===== src/rtl/core/plle_pkg.sv =====
// Shared types, codes and field layout of the positional linked-list engine.
package plle_pkg;

  localparam int DEFAULT_POOL_DEPTH = 64;
  localparam int DEFAULT_DATA_WIDTH = 32;

  localparam int CMD_W    = 3;
  localparam int POS_W    = 7;
  localparam int VALUE_W  = 32;
  localparam int STATUS_W = 2;
  localparam int COUNT_W  = 7;

  localparam int IN_TDATA_W  = 48;
  localparam int OUT_TDATA_W = 40;

  localparam logic [CMD_W-1:0] CMD_INS_FRONT = 3'd0;
  localparam logic [CMD_W-1:0] CMD_INS_BACK  = 3'd1;
  localparam logic [CMD_W-1:0] CMD_INS_AFTER = 3'd2;
  localparam logic [CMD_W-1:0] CMD_DELETE    = 3'd3;
  localparam logic [CMD_W-1:0] CMD_READ_OUT  = 3'd4;

  localparam logic [STATUS_W-1:0] ST_OK        = 2'd0;
  localparam logic [STATUS_W-1:0] ST_OVERFLOW  = 2'd1;
  localparam logic [STATUS_W-1:0] ST_UNDERFLOW = 2'd2;

  // Decoded form of an accepted word against the current list.
  typedef enum logic [3:0] {
    K_NOP,
    K_FULL,
    K_INS_EMPTY,
    K_INS_FRONT,
    K_INS_BACK,
    K_INS_AFTER,
    K_DEL_EMPTY,
    K_DEL_HEAD,
    K_DEL_MID,
    K_READ_EMPTY,
    K_READ
  } kind_t;

  typedef enum logic [3:0] {
    OP_NONE,
    OP_LOAD,
    OP_RD,
    OP_ADV,
    OP_INS_EMPTY,
    OP_INS_FRONT,
    OP_INS_BACK1,
    OP_INS_BACK2,
    OP_INS_AFT1,
    OP_INS_AFT2,
    OP_DEL_HEAD,
    OP_DEL_MID
  } dp_op_t;

  typedef struct packed {
    dp_op_t op;
    logic   emit;
  } dp_ctrl_t;

  typedef struct packed {
    kind_t kind;
    logic  cnt_zero;
    logic  cnt_one;
    logic  out_free;
  } dp_stat_t;

endpackage


===== src/rtl/core/plle_ram.sv =====
// Generic single-write, single-read RAM with registered read data.
module plle_ram #(
  parameter int WIDTH = 32,
  parameter int DEPTH = 64
) (
  input  logic                     clk,
  input  logic                     we,
  input  logic [$clog2(DEPTH)-1:0] waddr,
  input  logic [WIDTH-1:0]         wdata,
  input  logic                     re,
  input  logic [$clog2(DEPTH)-1:0] raddr,
  output logic [WIDTH-1:0]         rdata_r
);

  logic [WIDTH-1:0] mem [DEPTH];

  always_ff @(posedge clk) begin
    if (we) begin
      mem[waddr] <= wdata;
    end
    if (re) begin
      rdata_r <= mem[raddr];
    end
  end

endmodule


===== src/rtl/core/plle_datapath.sv =====
// Datapath: list pointers, free map, node memories and the output register.
module plle_datapath #(
  parameter int POOL_DEPTH = plle_pkg::DEFAULT_POOL_DEPTH,
  parameter int DATA_WIDTH = plle_pkg::DEFAULT_DATA_WIDTH
) (
  input  logic                               clk,
  input  logic                               rst_n,
  input  plle_pkg::dp_ctrl_t                 ctrl,
  output plle_pkg::dp_stat_t                 stat,
  input  logic [plle_pkg::IN_TDATA_W-1:0]    in_tdata,
  output logic                               out_tvalid,
  input  logic                               out_tready,
  output logic [plle_pkg::OUT_TDATA_W-1:0]   out_tdata,
  output logic [plle_pkg::STATUS_W-1:0]      out_tuser,
  output logic                               out_tlast
);
  import plle_pkg::*;

  localparam int IW = $clog2(POOL_DEPTH);
  localparam int LW = $clog2(POOL_DEPTH + 1);
  localparam int CW = LW;
  localparam logic [LW-1:0] NIL      = LW'(POOL_DEPTH);
  localparam logic [CW-1:0] FULL_LEN = CW'(POOL_DEPTH);

  logic [CMD_W-1:0]   in_cmd;
  logic [POS_W-1:0]   in_pos;
  logic [VALUE_W-1:0] in_value;

  kind_t                 kind_r;
  logic [DATA_WIDTH-1:0] val_r;
  logic [CW-1:0]         cnt_r;
  logic [LW-1:0]         cur_r;
  logic [LW-1:0]         prev_r;
  logic [IW-1:0]         new_r;
  logic [LW-1:0]         head_r;
  logic [LW-1:0]         tail_r;
  logic [CW-1:0]         len_r;
  logic [POOL_DEPTH-1:0] used_r;

  logic                  out_valid_r;
  logic [VALUE_W-1:0]    out_value_r;
  logic [STATUS_W-1:0]   out_status_r;
  logic [COUNT_W-1:0]    out_count_r;
  logic                  out_last_r;

  kind_t                 kind_nxt;
  logic [CW-1:0]         cnt_nxt;
  logic [COUNT_W-1:0]    len7;
  logic [COUNT_W-1:0]    clamp_pos;
  logic [COUNT_W-1:0]    del_pos;
  logic [IW-1:0]         alloc_idx;

  logic                  data_we;
  logic                  link_we;
  logic [IW-1:0]         link_waddr;
  logic [LW-1:0]         link_wdata;
  logic [DATA_WIDTH-1:0] rd_data;
  logic [LW-1:0]         rd_link;
  logic                  out_free;
  logic [STATUS_W-1:0]   emit_status;

  assign in_cmd   = in_tdata[CMD_W-1:0];
  assign in_pos   = in_tdata[CMD_W+POS_W-1:CMD_W];
  assign in_value = in_tdata[CMD_W+POS_W+VALUE_W-1:CMD_W+POS_W];

  // Lowest free node wins.
  always_comb begin
    alloc_idx = '0;
    for (int i = POOL_DEPTH - 1; i >= 0; i--) begin
      if (!used_r[i]) begin
        alloc_idx = IW'(i);
      end
    end
  end

  // Classify the incoming word against the current list.
  always_comb begin
    len7      = COUNT_W'(len_r);
    clamp_pos = (in_pos > len7) ? len7 : in_pos;
    del_pos   = (in_pos == '0) ? COUNT_W'(1) : clamp_pos;
    kind_nxt  = K_NOP;
    cnt_nxt   = '0;
    case (in_cmd)
      CMD_INS_FRONT, CMD_INS_BACK, CMD_INS_AFTER: begin
        if (len_r == FULL_LEN) begin
          kind_nxt = K_FULL;
        end else if (len_r == '0) begin
          kind_nxt = K_INS_EMPTY;
        end else if (in_cmd == CMD_INS_FRONT || (in_cmd == CMD_INS_AFTER && in_pos == '0)) begin
          kind_nxt = K_INS_FRONT;
        end else if (in_cmd == CMD_INS_BACK) begin
          kind_nxt = K_INS_BACK;
        end else begin
          kind_nxt = K_INS_AFTER;
          cnt_nxt  = CW'(clamp_pos - COUNT_W'(1));
        end
      end
      CMD_DELETE: begin
        if (len_r == '0) begin
          kind_nxt = K_DEL_EMPTY;
        end else if (del_pos == COUNT_W'(1)) begin
          kind_nxt = K_DEL_HEAD;
        end else begin
          kind_nxt = K_DEL_MID;
          cnt_nxt  = CW'(del_pos - COUNT_W'(2));
        end
      end
      CMD_READ_OUT: begin
        if (len_r == '0) begin
          kind_nxt = K_READ_EMPTY;
        end else begin
          kind_nxt = K_READ;
          cnt_nxt  = len_r;
        end
      end
      default: begin
        kind_nxt = K_NOP;
      end
    endcase
  end

  // Memory write ports.
  always_comb begin
    data_we    = 1'b0;
    link_we    = 1'b0;
    link_waddr = new_r;
    link_wdata = NIL;
    case (ctrl.op)
      OP_INS_EMPTY: begin
        data_we = 1'b1;
        link_we = 1'b1;
      end
      OP_INS_FRONT: begin
        data_we    = 1'b1;
        link_we    = 1'b1;
        link_wdata = head_r;
      end
      OP_INS_BACK1: begin
        data_we    = 1'b1;
        link_we    = 1'b1;
        link_waddr = tail_r[IW-1:0];
        link_wdata = LW'(new_r);
      end
      OP_INS_BACK2: begin
        link_we = 1'b1;
      end
      OP_INS_AFT1: begin
        data_we    = 1'b1;
        link_we    = 1'b1;
        link_wdata = rd_link;
      end
      OP_INS_AFT2: begin
        link_we    = 1'b1;
        link_waddr = cur_r[IW-1:0];
        link_wdata = LW'(new_r);
      end
      OP_DEL_MID: begin
        link_we    = 1'b1;
        link_waddr = prev_r[IW-1:0];
        link_wdata = rd_link;
      end
      default: begin
        data_we = 1'b0;
      end
    endcase
  end

  plle_ram #(.WIDTH(DATA_WIDTH), .DEPTH(POOL_DEPTH)) u_data_ram (
    .clk     (clk),
    .we      (data_we),
    .waddr   (new_r),
    .wdata   (val_r),
    .re      (ctrl.op == OP_RD),
    .raddr   (cur_r[IW-1:0]),
    .rdata_r (rd_data)
  );

  plle_ram #(.WIDTH(LW), .DEPTH(POOL_DEPTH)) u_link_ram (
    .clk     (clk),
    .we      (link_we),
    .waddr   (link_waddr),
    .wdata   (link_wdata),
    .re      (ctrl.op == OP_RD),
    .raddr   (cur_r[IW-1:0]),
    .rdata_r (rd_link)
  );

  // List state.
  always_ff @(posedge clk) begin
    if (!rst_n) begin
      head_r <= NIL;
      tail_r <= NIL;
      len_r  <= '0;
      used_r <= '0;
      kind_r <= K_NOP;
    end else begin
      case (ctrl.op)
        OP_LOAD: begin
          kind_r <= kind_nxt;
        end
        OP_INS_EMPTY: begin
          head_r        <= LW'(new_r);
          tail_r        <= LW'(new_r);
          used_r[new_r] <= 1'b1;
          len_r         <= len_r + CW'(1);
        end
        OP_INS_FRONT: begin
          head_r        <= LW'(new_r);
          used_r[new_r] <= 1'b1;
          len_r         <= len_r + CW'(1);
        end
        OP_INS_BACK1: begin
          tail_r        <= LW'(new_r);
          used_r[new_r] <= 1'b1;
          len_r         <= len_r + CW'(1);
        end
        OP_INS_AFT1: begin
          if (cur_r == tail_r) begin
            tail_r <= LW'(new_r);
          end
          used_r[new_r] <= 1'b1;
          len_r         <= len_r + CW'(1);
        end
        OP_DEL_HEAD: begin
          if (len_r == CW'(1)) begin
            head_r <= NIL;
            tail_r <= NIL;
          end else begin
            head_r <= rd_link;
          end
          used_r[cur_r[IW-1:0]] <= 1'b0;
          len_r                 <= len_r - CW'(1);
        end
        OP_DEL_MID: begin
          if (cur_r == tail_r) begin
            tail_r <= prev_r;
          end
          used_r[cur_r[IW-1:0]] <= 1'b0;
          len_r                 <= len_r - CW'(1);
        end
        default: begin
          len_r <= len_r;
        end
      endcase
    end
  end

  // Walk registers and captured word.
  always_ff @(posedge clk) begin
    case (ctrl.op)
      OP_LOAD: begin
        val_r <= DATA_WIDTH'(in_value);
        cnt_r <= cnt_nxt;
        cur_r <= head_r;
        new_r <= alloc_idx;
      end
      OP_ADV: begin
        prev_r <= cur_r;
        cur_r  <= rd_link;
        cnt_r  <= cnt_r - CW'(1);
      end
      default: begin
        cur_r <= cur_r;
      end
    endcase
  end

  assign out_free = !out_valid_r || out_tready;

  always_comb begin
    case (kind_r)
      K_FULL:                   emit_status = ST_OVERFLOW;
      K_DEL_EMPTY, K_READ_EMPTY: emit_status = ST_UNDERFLOW;
      default:                  emit_status = ST_OK;
    endcase
  end

  // Output register: hold until taken.
  always_ff @(posedge clk) begin
    if (!rst_n) begin
      out_valid_r <= 1'b0;
    end else if (ctrl.emit) begin
      out_valid_r <= 1'b1;
    end else if (out_tready) begin
      out_valid_r <= 1'b0;
    end
  end

  always_ff @(posedge clk) begin
    if (ctrl.emit) begin
      out_value_r  <= (kind_r == K_READ) ? VALUE_W'(rd_data) : '0;
      out_status_r <= emit_status;
      out_count_r  <= COUNT_W'(len_r);
      out_last_r   <= (kind_r != K_READ) || (cnt_r == CW'(1));
    end
  end

  assign stat.kind     = kind_r;
  assign stat.cnt_zero = (cnt_r == '0);
  assign stat.cnt_one  = (cnt_r == CW'(1));
  assign stat.out_free = out_free;

  assign out_tvalid = out_valid_r;
  assign out_tdata  = {1'b0, out_count_r, out_value_r};
  assign out_tuser  = out_status_r;
  assign out_tlast  = out_last_r;

  a_head_empty: assert property (@(posedge clk) disable iff (!rst_n)
    (head_r == NIL) == (len_r == '0))
    else $error("head pointer disagrees with list length");

  a_tail_empty: assert property (@(posedge clk) disable iff (!rst_n)
    (tail_r == NIL) == (len_r == '0))
    else $error("tail pointer disagrees with list length");

  a_used_count: assert property (@(posedge clk) disable iff (!rst_n)
    $countones(used_r) == int'(len_r))
    else $error("free map disagrees with list length");

  a_emit_free: assert property (@(posedge clk) disable iff (!rst_n)
    ctrl.emit |-> out_free)
    else $error("word emitted over an untaken result");

endmodule


===== src/rtl/core/plle_ctrl.sv =====
// Controller: sequences list walks and updates for one command word at a time.
module plle_ctrl (
  input  logic               clk,
  input  logic               rst_n,
  input  logic               in_tvalid,
  output logic               in_tready,
  input  plle_pkg::dp_stat_t stat,
  output plle_pkg::dp_ctrl_t ctrl
);
  import plle_pkg::*;

  typedef enum logic [3:0] {
    S_IDLE,
    S_DISPATCH,
    S_WALK,
    S_STEP,
    S_AFT1,
    S_AFT2,
    S_BACK2,
    S_DEL_HEAD,
    S_DEL_ADV,
    S_DEL_RD,
    S_DEL_MID,
    S_EMIT,
    S_RO_RD,
    S_RO_EMIT
  } state_t;

  state_t state_r;
  state_t state_nxt;

  always_comb begin
    state_nxt = state_r;
    ctrl.op   = OP_NONE;
    ctrl.emit = 1'b0;
    in_tready = 1'b0;
    case (state_r)
      S_IDLE: begin
        in_tready = 1'b1;
        if (in_tvalid) begin
          ctrl.op   = OP_LOAD;
          state_nxt = S_DISPATCH;
        end
      end
      S_DISPATCH: begin
        case (stat.kind)
          K_INS_EMPTY: begin
            ctrl.op   = OP_INS_EMPTY;
            state_nxt = S_EMIT;
          end
          K_INS_FRONT: begin
            ctrl.op   = OP_INS_FRONT;
            state_nxt = S_EMIT;
          end
          K_INS_BACK: begin
            ctrl.op   = OP_INS_BACK1;
            state_nxt = S_BACK2;
          end
          K_INS_AFTER, K_DEL_MID: begin
            state_nxt = S_WALK;
          end
          K_DEL_HEAD: begin
            ctrl.op   = OP_RD;
            state_nxt = S_DEL_HEAD;
          end
          K_READ: begin
            ctrl.op   = OP_RD;
            state_nxt = S_RO_EMIT;
          end
          default: begin
            state_nxt = S_EMIT;
          end
        endcase
      end
      S_WALK: begin
        ctrl.op = OP_RD;
        if (!stat.cnt_zero) begin
          state_nxt = S_STEP;
        end else if (stat.kind == K_INS_AFTER) begin
          state_nxt = S_AFT1;
        end else begin
          state_nxt = S_DEL_ADV;
        end
      end
      S_STEP: begin
        ctrl.op   = OP_ADV;
        state_nxt = S_WALK;
      end
      S_AFT1: begin
        ctrl.op   = OP_INS_AFT1;
        state_nxt = S_AFT2;
      end
      S_AFT2: begin
        ctrl.op   = OP_INS_AFT2;
        state_nxt = S_EMIT;
      end
      S_BACK2: begin
        ctrl.op   = OP_INS_BACK2;
        state_nxt = S_EMIT;
      end
      S_DEL_HEAD: begin
        ctrl.op   = OP_DEL_HEAD;
        state_nxt = S_EMIT;
      end
      // Step from the predecessor onto the victim, then fetch its link.
      S_DEL_ADV: begin
        ctrl.op   = OP_ADV;
        state_nxt = S_DEL_RD;
      end
      S_DEL_RD: begin
        ctrl.op   = OP_RD;
        state_nxt = S_DEL_MID;
      end
      S_DEL_MID: begin
        ctrl.op   = OP_DEL_MID;
        state_nxt = S_EMIT;
      end
      S_EMIT: begin
        if (stat.out_free) begin
          ctrl.emit = 1'b1;
          state_nxt = S_IDLE;
        end
      end
      S_RO_RD: begin
        ctrl.op   = OP_RD;
        state_nxt = S_RO_EMIT;
      end
      S_RO_EMIT: begin
        if (stat.out_free) begin
          ctrl.emit = 1'b1;
          ctrl.op   = OP_ADV;
          state_nxt = stat.cnt_one ? S_IDLE : S_RO_RD;
        end
      end
      default: begin
        state_nxt = S_IDLE;
      end
    endcase
  end

  always_ff @(posedge clk) begin
    if (!rst_n) begin
      state_r <= S_IDLE;
    end else begin
      state_r <= state_nxt;
    end
  end

  a_load_idle: assert property (@(posedge clk) disable iff (!rst_n)
    (ctrl.op == OP_LOAD) |-> (state_r == S_IDLE))
    else $error("word loaded outside idle");

  a_dispatch_after_load: assert property (@(posedge clk) disable iff (!rst_n)
    (in_tvalid && in_tready) |=> (state_r == S_DISPATCH))
    else $error("accepted word not dispatched");

  a_emit_returns: assert property (@(posedge clk) disable iff (!rst_n)
    (ctrl.emit && state_r == S_EMIT) |=> (state_r == S_IDLE))
    else $error("single result did not end the command");

endmodule


===== src/rtl/core/positional_linked_list_engine.sv =====
// Insert-after and delete past the head walk the list one link at a time through the link
// memory read port; read-out gives its words one by one, each held until the output is free.
// One command is in work at a time; the next is taken once its last result is registered.
// Reset (synchronous, rst_n low) empties the list and frees the pool at once; node
// memories are not cleared.
module positional_linked_list_engine #(
  parameter int POOL_DEPTH = plle_pkg::DEFAULT_POOL_DEPTH,
  parameter int DATA_WIDTH = plle_pkg::DEFAULT_DATA_WIDTH
) (
  input  logic                             clk,
  input  logic                             rst_n,
  input  logic                             in_tvalid,
  output logic                             in_tready,
  // command[2:0], position[9:3], value[41:10], zero fill
  input  logic [plle_pkg::IN_TDATA_W-1:0]  in_tdata,
  output logic                             out_tvalid,
  input  logic                             out_tready,
  // item_value[31:0], item_count[38:32], zero fill
  output logic [plle_pkg::OUT_TDATA_W-1:0] out_tdata,
  // status[1:0]
  output logic [plle_pkg::STATUS_W-1:0]    out_tuser,
  output logic                             out_tlast
);
  import plle_pkg::*;

  dp_ctrl_t ctrl;
  dp_stat_t stat;

  plle_ctrl u_ctrl (
    .clk       (clk),
    .rst_n     (rst_n),
    .in_tvalid (in_tvalid),
    .in_tready (in_tready),
    .stat      (stat),
    .ctrl      (ctrl)
  );

  plle_datapath #(
    .POOL_DEPTH (POOL_DEPTH),
    .DATA_WIDTH (DATA_WIDTH)
  ) u_datapath (
    .clk        (clk),
    .rst_n      (rst_n),
    .ctrl       (ctrl),
    .stat       (stat),
    .in_tdata   (in_tdata),
    .out_tvalid (out_tvalid),
    .out_tready (out_tready),
    .out_tdata  (out_tdata),
    .out_tuser  (out_tuser),
    .out_tlast  (out_tlast)
  );

endmodule

===== config.mk =====
export PLATFORM = sky130hd
export DESIGN_NAME = positional_linked_list_engine
export DESIGN_NICKNAME = d
export VERILOG_FILES = /design/src/rtl/core/plle_pkg.sv /design/src/rtl/core/plle_ram.sv /design/src/rtl/core/plle_datapath.sv /design/src/rtl/core/plle_ctrl.sv /design/src/rtl/core/positional_linked_list_engine.sv
export SDC_FILE = /design/constraint.sdc
export NUM_CORES = 2
export LEC_CHECK = 0
export BUFFER_PORTS_ARGS = -buffer_cell sky130_fd_sc_hd__buf_2
export CORE_ASPECT_RATIO = 0.8
export CORE_MARGIN = 2
export CORE_UTILIZATION = 55
export CTS_CLUSTER_DIAMETER = 30
export DETAILED_ROUTE_END_ITERATION = 10
export GPL_TIMING_DRIVEN = 1
export PLACE_DENSITY = 0.7
export SYNTH_ARGS = -nofsm -noshare
export SYNTH_HDL_FRONTEND = slang
export SYNTH_SLANG_ARGS = --single-unit

===== constraint.sdc =====
create_clock -name clk -period 6.8 [get_ports clk]
set_clock_uncertainty 0.15 [all_clocks]
set_input_delay 0.34 -clock clk [delete_from_list [all_inputs] [get_ports clk]]
set_output_delay 0.34 -clock clk [all_outputs]
set_load 0.005 [all_outputs]

# == Word level (Yosys, flattened, before mapping) ==
# Memories as Yosys holds them, arrays and structs flattened. A register that Yosys moved wholly into a read port is not among the register bits.
# Index checks and enable logic that the tools add are counted.
# totals
register_bits,195
ramBits,2496
inputBits,52
output_inout_bits,45
word_cells,245
mem_count,2
# mem_list
name,words,width,read_ports,rd_ports_with_merged_regs,write_ports,line,rtl
u_datapath.u_data_ram.mem,64,32,1,1,1,plle_ram.sv:15,logic [WIDTH-1:0] mem [DEPTH];
u_datapath.u_link_ram.mem,64,7,1,1,1,plle_ram.sv:15,
# op_classes
addsub,5
order_cmp,5
eq_ne,50
n_mux,121
bitwise_logic,3
reduce_logical,38
# op_table
cell,count
$mux 6,32
$pmux 64 s2,1
$mux 7,13
$mux 5,16
$mux 4,19
$and 64x64->64,1
$not 64->64,1
$or 64x64->64,1
$pmux 7 s2,4
$eq 4x4->1 const B,13
$eq 4x3->1 const B,12
$pmux 4 s11,1
$pmux 7 s3,2
$pmux 4 s10,1
$reduce_and 32->1,1
$pmux 7 s4,1
$eq 4x2->1 const B,6
$eq 7x1->1 const B,3
$logic_not 7->1,3
$sub 7x1->7 const B,3
$pmux 6 s3,1
$reduce_or 2->1,9
$pmux 4 s4,1
$reduce_and 16->1,1
36 further kinds,76

# == Depth between registers and ports, before layout ==
# depth
ltp_word,63
mapped_depth,17
depth_no_buf,14

# == Cells and area by module ==
# From an unflattened synthesis, not the netlist that was laid out.
# unflattened
cells_unflattened,5297
area_unflattened_um2,107087.7
# by_module_without_submodules
module,instances,cells_per_inst,area_each_um2,seq_area_each_um2
plle_ram (u_datapath.u_data_ram),1,3324,78840.6,62459.9
plle_ram (u_datapath.u_link_ram),1,827,17705.7,13663.1
plle_datapath,1,1054,9850.7,4834.6
plle_ctrl,1,92,690.7,80.1

# == Least setup slack after synthesis ==
# No wires, ideal clock.
# synth_path
path_type,reg-to-reg
from,register u_ctrl.state_r[1]
to,"memory u_datapath.u_link_ram.mem[0][0] (netlist bit), data pin"
setup_time_ns,0.702
arrival_time_ns,4.320
required_time_ns,5.948
path_slack_ns,1.628
stages_incl_launch_ff,10
path_buffers,2
synth_period_minus_slack_ns,5.172
path_cell_list,dfxtp_1 > buf_2 > nand2_1 > a21oi_1 > a211o_4 > a211o_1 > buf_6 > nor2_1 > nor2_1 > o21ai_0
# synth_between
elab_chain_len,6
word_cells_on_any_way,24
cone_classes,17 x eq/ne; 2 x mux; 5 x reduce/logical
# synth_lines
item,line,rtl
"start, declared",plle_ctrl.sv:29,state_t state_r;
"start signal, assigned",plle_ctrl.sv:145,state_r <= state_nxt;
$eq 4x2->1 or $eq 4x4->1 (tied branches),plle_ctrl.sv:37,case (state_r)
$reduce_or 3->1 (no line) or $reduce_or 2->1 (tied branches),--,
$pmux 4 s10 *,plle_ctrl.sv:37,
$eq 4x4->1 or $eq 4x3->1 (tied branches),plle_datapath.sv:128,case (ctrl.op)
$reduce_or 2->1 (no line),--,
$pmux 7 s3 *,plle_datapath.sv:128,
via u_datapath.link_wdata[0],plle_datapath.sv:56,logic [LW-1:0] link_wdata;
"end, declared",plle_ram.sv:15,
# Mark *: on every way through the listed nets, which the timed path passes. The rest lies on a longest branch.

# == Worst setup path after layout ==
# layout_path
from,register u_datapath.len_r[1] (netlist: u_datapath.len7[1])
to,register u_datapath.kind_r[2]
# layout_between
elab_chain_len,7
word_cells_on_any_way,11
cone_classes,1 x order compare; 2 x eq/ne; 7 x mux; 1 x reduce/logical
# layout_lines
item,line,rtl
"start, declared",plle_datapath.sv:37,logic [CW-1:0] len_r;
"start signal, assigned",plle_datapath.sv:205,len_r <= len_r + CW'(1);
"start signal, assigned",plle_datapath.sv:210,len_r <= len_r + CW'(1);
"start signal, assigned",plle_datapath.sv:215,len_r <= len_r + CW'(1);
$gt 7x7->1,plle_datapath.sv:79,clamp_pos = (in_pos > len7) ? len7 : in_pos;
$mux 7,plle_datapath.sv:79,
$mux 7,plle_datapath.sv:80,del_pos = (in_pos == '0) ? COUNT_W'(1) : clamp_pos;
$eq 7x1->1,plle_datapath.sv:101,end else if (del_pos == COUNT_W'(1)) begin
$mux 4,plle_datapath.sv:101,
$mux 4,plle_datapath.sv:99,if (len_r == '0) begin
$pmux 4 s3 *,plle_datapath.sv:83,case (in_cmd)
"end signal, assigned",plle_datapath.sv:199,kind_r <= kind_nxt;
"end, declared",plle_datapath.sv:29,kind_t kind_r;
# Mark *: on every way between the ends. The rest lies on a longest branch, timed or not.
# A chain may end at the register's enable or synchronous reset.

==> results.toml <==
[outcome]
status = "complete, no violations"

[drt]
drt_wl_total_microns = 302000
drtIter0Drc = 10504
wl_per_cell_microns = 33.5
wl_met2_microns = 134000
antenna_left = 0
drc = 0
highest_layer = "met5"
wl_met3_microns = 44100
routedLengthMet1_microns = 114000
vias = 62584
dr.pass1.iters = 8
vias_per_cell = 6.95

[die]
die_y_microns = 388
fp.dieArea_sq_mm = 0.187
die-width_microns = 483
start_util = 0.555
pin_count = 97
core_sq_mm = 0.182
rows = 140

[synthesis]
yosysSeqAreaShare = 0.801
synth_adder_area_share = 0.00173
synth_top_area_cell = "edfxtp_1"
synth_compound_area_frac = 0.141
yosysWarnings = 0
syn_inst = 5856
synth_top_cells_by_count = "2,636 x edfxtp_1, 791 x a22oi_1, 309 x clkbuf_1, 255 x a31oi_1, 243 x a221oi_1"
ys_async_sr_fraction = 0
synth_ff_type = "edfxtp_1"
synth_nets = 5922
synth.mux.area_fraction = 0.000507
synth_edf_count = 2636
synth_cell_type_count = 93
yosys.area_share.simple = 0.0368
synthTopCellsByArea = "edfxtp_1 78%, a22oi_1 5.9%, a221oi_1 2.1%"
synth_seq_cells = 2730
avgSynthCellArea_sq_um = 17.3
yosysTopAreaCellShare = 0.783
synth_most_common_cell = "edfxtp_1"
synth_area_sq_mm = 0.101
synthXorXnorAreaFrac = 0.00234
synth_top_family_by_area = "compound AO/OA/AOI/OAI gates"

[clock_network]
path_clk_slew_ns = 0.05
cts_buffers = 421
h-tree-depth = 5
clock-root-buffer = "clkbuf_16"
cts.sinks = 2730
clock_path_buffers = 4
clock_latency_ns = 0.95
cts_setup_buffers = 0
cts_tree = "done"

[placement]
numPortBuffers = 89
gp_congestion = 0.875
pre_cts_ws_ns = 1.87
hpwl_microns = 168000

[critical_path]
path_cells = "inv_1 > ha_1 > nor2b_1 > o21ai_0 > a21oi_1 > o22ai_2 > a2bb2oi_1 > a31oi_1 > dlygate4sd3_1 > nor2_1 > dlygate4sd3_1 > nor3_1 > dlygate4sd3_1"
crit_path_frequent_cell = "dlygate4sd3_1"
cp-end-kind = "flip-flop"
critPathCapture = "u_datapath.kind_r[2]"
crit_path_start_kind = "flip-flop"
critical_path_class = "flip-flop to flip-flop"
max_stage_delay_ns = 0.87
reg2reg_slack_ns = 1.71
startpoint = "u_datapath.len7[1]"
r2r-end = "u_datapath.kind_r[2]"
cp_data_arrival_time_ns = 5.76
r2r_cells = 13
cp_max_fo = 29
slowest_stage = "o22ai_2"
worstPathRequired_ns = 7.47
rr_startpoint = "u_datapath.len7[1]"

[timing]
setup_viol = 0
worst_slack_ns = 1.71
tightest_slew_ns = 1.39
rsz0062_at_grt = "no"
relSlewSlack = 0.0734
fin_crit_sh = 0.749
drv_slew = 0
layout_min_cycle_time_ns = 5.09
finalSetupTns_ns = 0
finalHoldViolCount = 0
fmax_mhz = 196

[global_routing]
antenna_found_initial = 18
grt_pass1_vias = 59747
gr-usage-all-layers = 0.316
grt_max_degree = 103
overflow = 0
grt_pass1_wl_microns = 428000

[power_and_ir_drop]
power.leakage_nw = 37.6
power.density_mw_per_mm2 = 427
vdd_drop_max_mv = 0.344
power.total_w = 0.0513

[hold_path]
min_path_type = "input pin to flip-flop"
min_from = "in_tdata[14]"

[final_layout]
regArea_sq_mm = 0.0810
utilization = 0.659
synthToLayoutAreaGrowth_pct = 18.9
finalNetCount = 6316
n_fill_cell = 11764
drive_above_1_share = 0.171
multi_input_area_sq_mm = 0.0191

[run]
maxCapViolCount = 0
registers in the layout (all words and copies together), names as in the netlist, 4 cells and up:
register                       flops
u_datapath.len7                    7
u_datapath.out_count_r             7
u_datapath.new_r                   6
u_datapath.val_r                  32
u_datapath.prev_r                  7
u_datapath.cnt_r                   7
u_datapath.out_value_r            32
u_ctrl.state_r                     4
u_datapath.u_data_ram.rdata_r     32
u_datapath.head_r                  7
u_datapath.kind_r                  4
u_datapath.u_link_ram.rdata_r      7
u_datapath.u_link_ram.mem        448
u_datapath.tail_r                  7
u_datapath.used_r                 64
u_datapath.u_data_ram.mem       2048
u_datapath.cur_r                   7
power by group:
| part | internal, W | switching (W) |
|---|---|---|
| logic | 0.00287 | 0.00747 |
| registers | 0.0194 | 0.000322 |
| clock network | 0.0133 | 0.00794 |
| total | 0.0356 | 0.0157 |
layout make-up:
cell class	instances	share of cell area
Inverter	45	0.00140
Timing Repair Buffer	345	0.0236
Tap cell	2414	0.0251
Multi-Input combinational cell	2707	0.159
Clock inverter	297	0.0264
Sequential cell	2730	0.674
Antenna cell	5	0.000104
Clock buffer	466	0.0903
timing repair:
action	CTS	global route
hold buffers	71	0
hold endpoints to repair	87	0
endpoints found under the setup margin	0	0
resized for setup	0	0
cell usage in the layout, fill, tap and decap left out, drive strengths merged, types with 46 or more instances in the layout:
cell / count
a21oi: 143
a221oi: 246
a22o: 241
a22oi: 792
a31oi: 258
buf: 274
clkbuf: 466
clkinv: 140
clkinvlp: 46
dfxtp: 94
dlygate4sd3: 71
edfxtp: 2636
inv: 112
nand2: 143
nand3: 77
nand4: 93
nor2: 228
nor4: 56
o21a: 78
o21ai: 76
critical path, delay by kind of cell, from the launching register on:
family                     cells  cell delay (ns)
adders and majority gates      1             0.34
AOI/OAI and AO/OA              5             1.71
buffers and inverters          4             1.93
DFF                            1             0.58
and+or+nand+nor                3             0.27
cell families (layout without fill, tap and decap cells):
group | count (synthesis) | in the layout
flip-flops | 2730 | 2730
multiplexers | 5 | 5
adder cells (fa/ha/maj) | 14 | 14
buffers and inverters | 419 | 1153
other | 1 | 6
XOR/XNOR | 27 | 27
AND/OR/NAND/NOR | 746 | 746
AO/OA/AOI/OAI | 1914 | 1914
worst min path at each step:
| stage | endpoint | slack [ns] | cells past startpoint |
|---|---|---|---|
| final | u_datapath.val_r[4] | 0.04 | 2 |
| after detailed placement | u_datapath.prev_r[6] | 0.32 | 0 |
| after global routing | u_datapath.val_r[4] | 0.02 | 2 |
| after global placement | u_datapath.prev_r[6] | 0.30 | 0 |
| after CTS | u_datapath.val_r[4] | 0.0003 | 2 |
| after floorplan | u_datapath.out_count_r[3] | 0.26 | 0 |
layer usage:
layer,up-vias,global-route usage
li1,25414,-
met1,31562,0.456
met2,4966,0.458
met3,632,0.0959
met4,10,0.112
met5,-,0
through the flow:
step                      hold slack, ns  area (sq um)  std cells
after global placement             0.303        105000       8170
after CTS                       0.000344        120000       9004
after detailed placement           0.318        105000       8170
final                             0.0356        120000       9009
after global routing              0.0193        120000       9005
after floorplan                    0.256        101000       5856
Power figures use the tool's default switching activity.
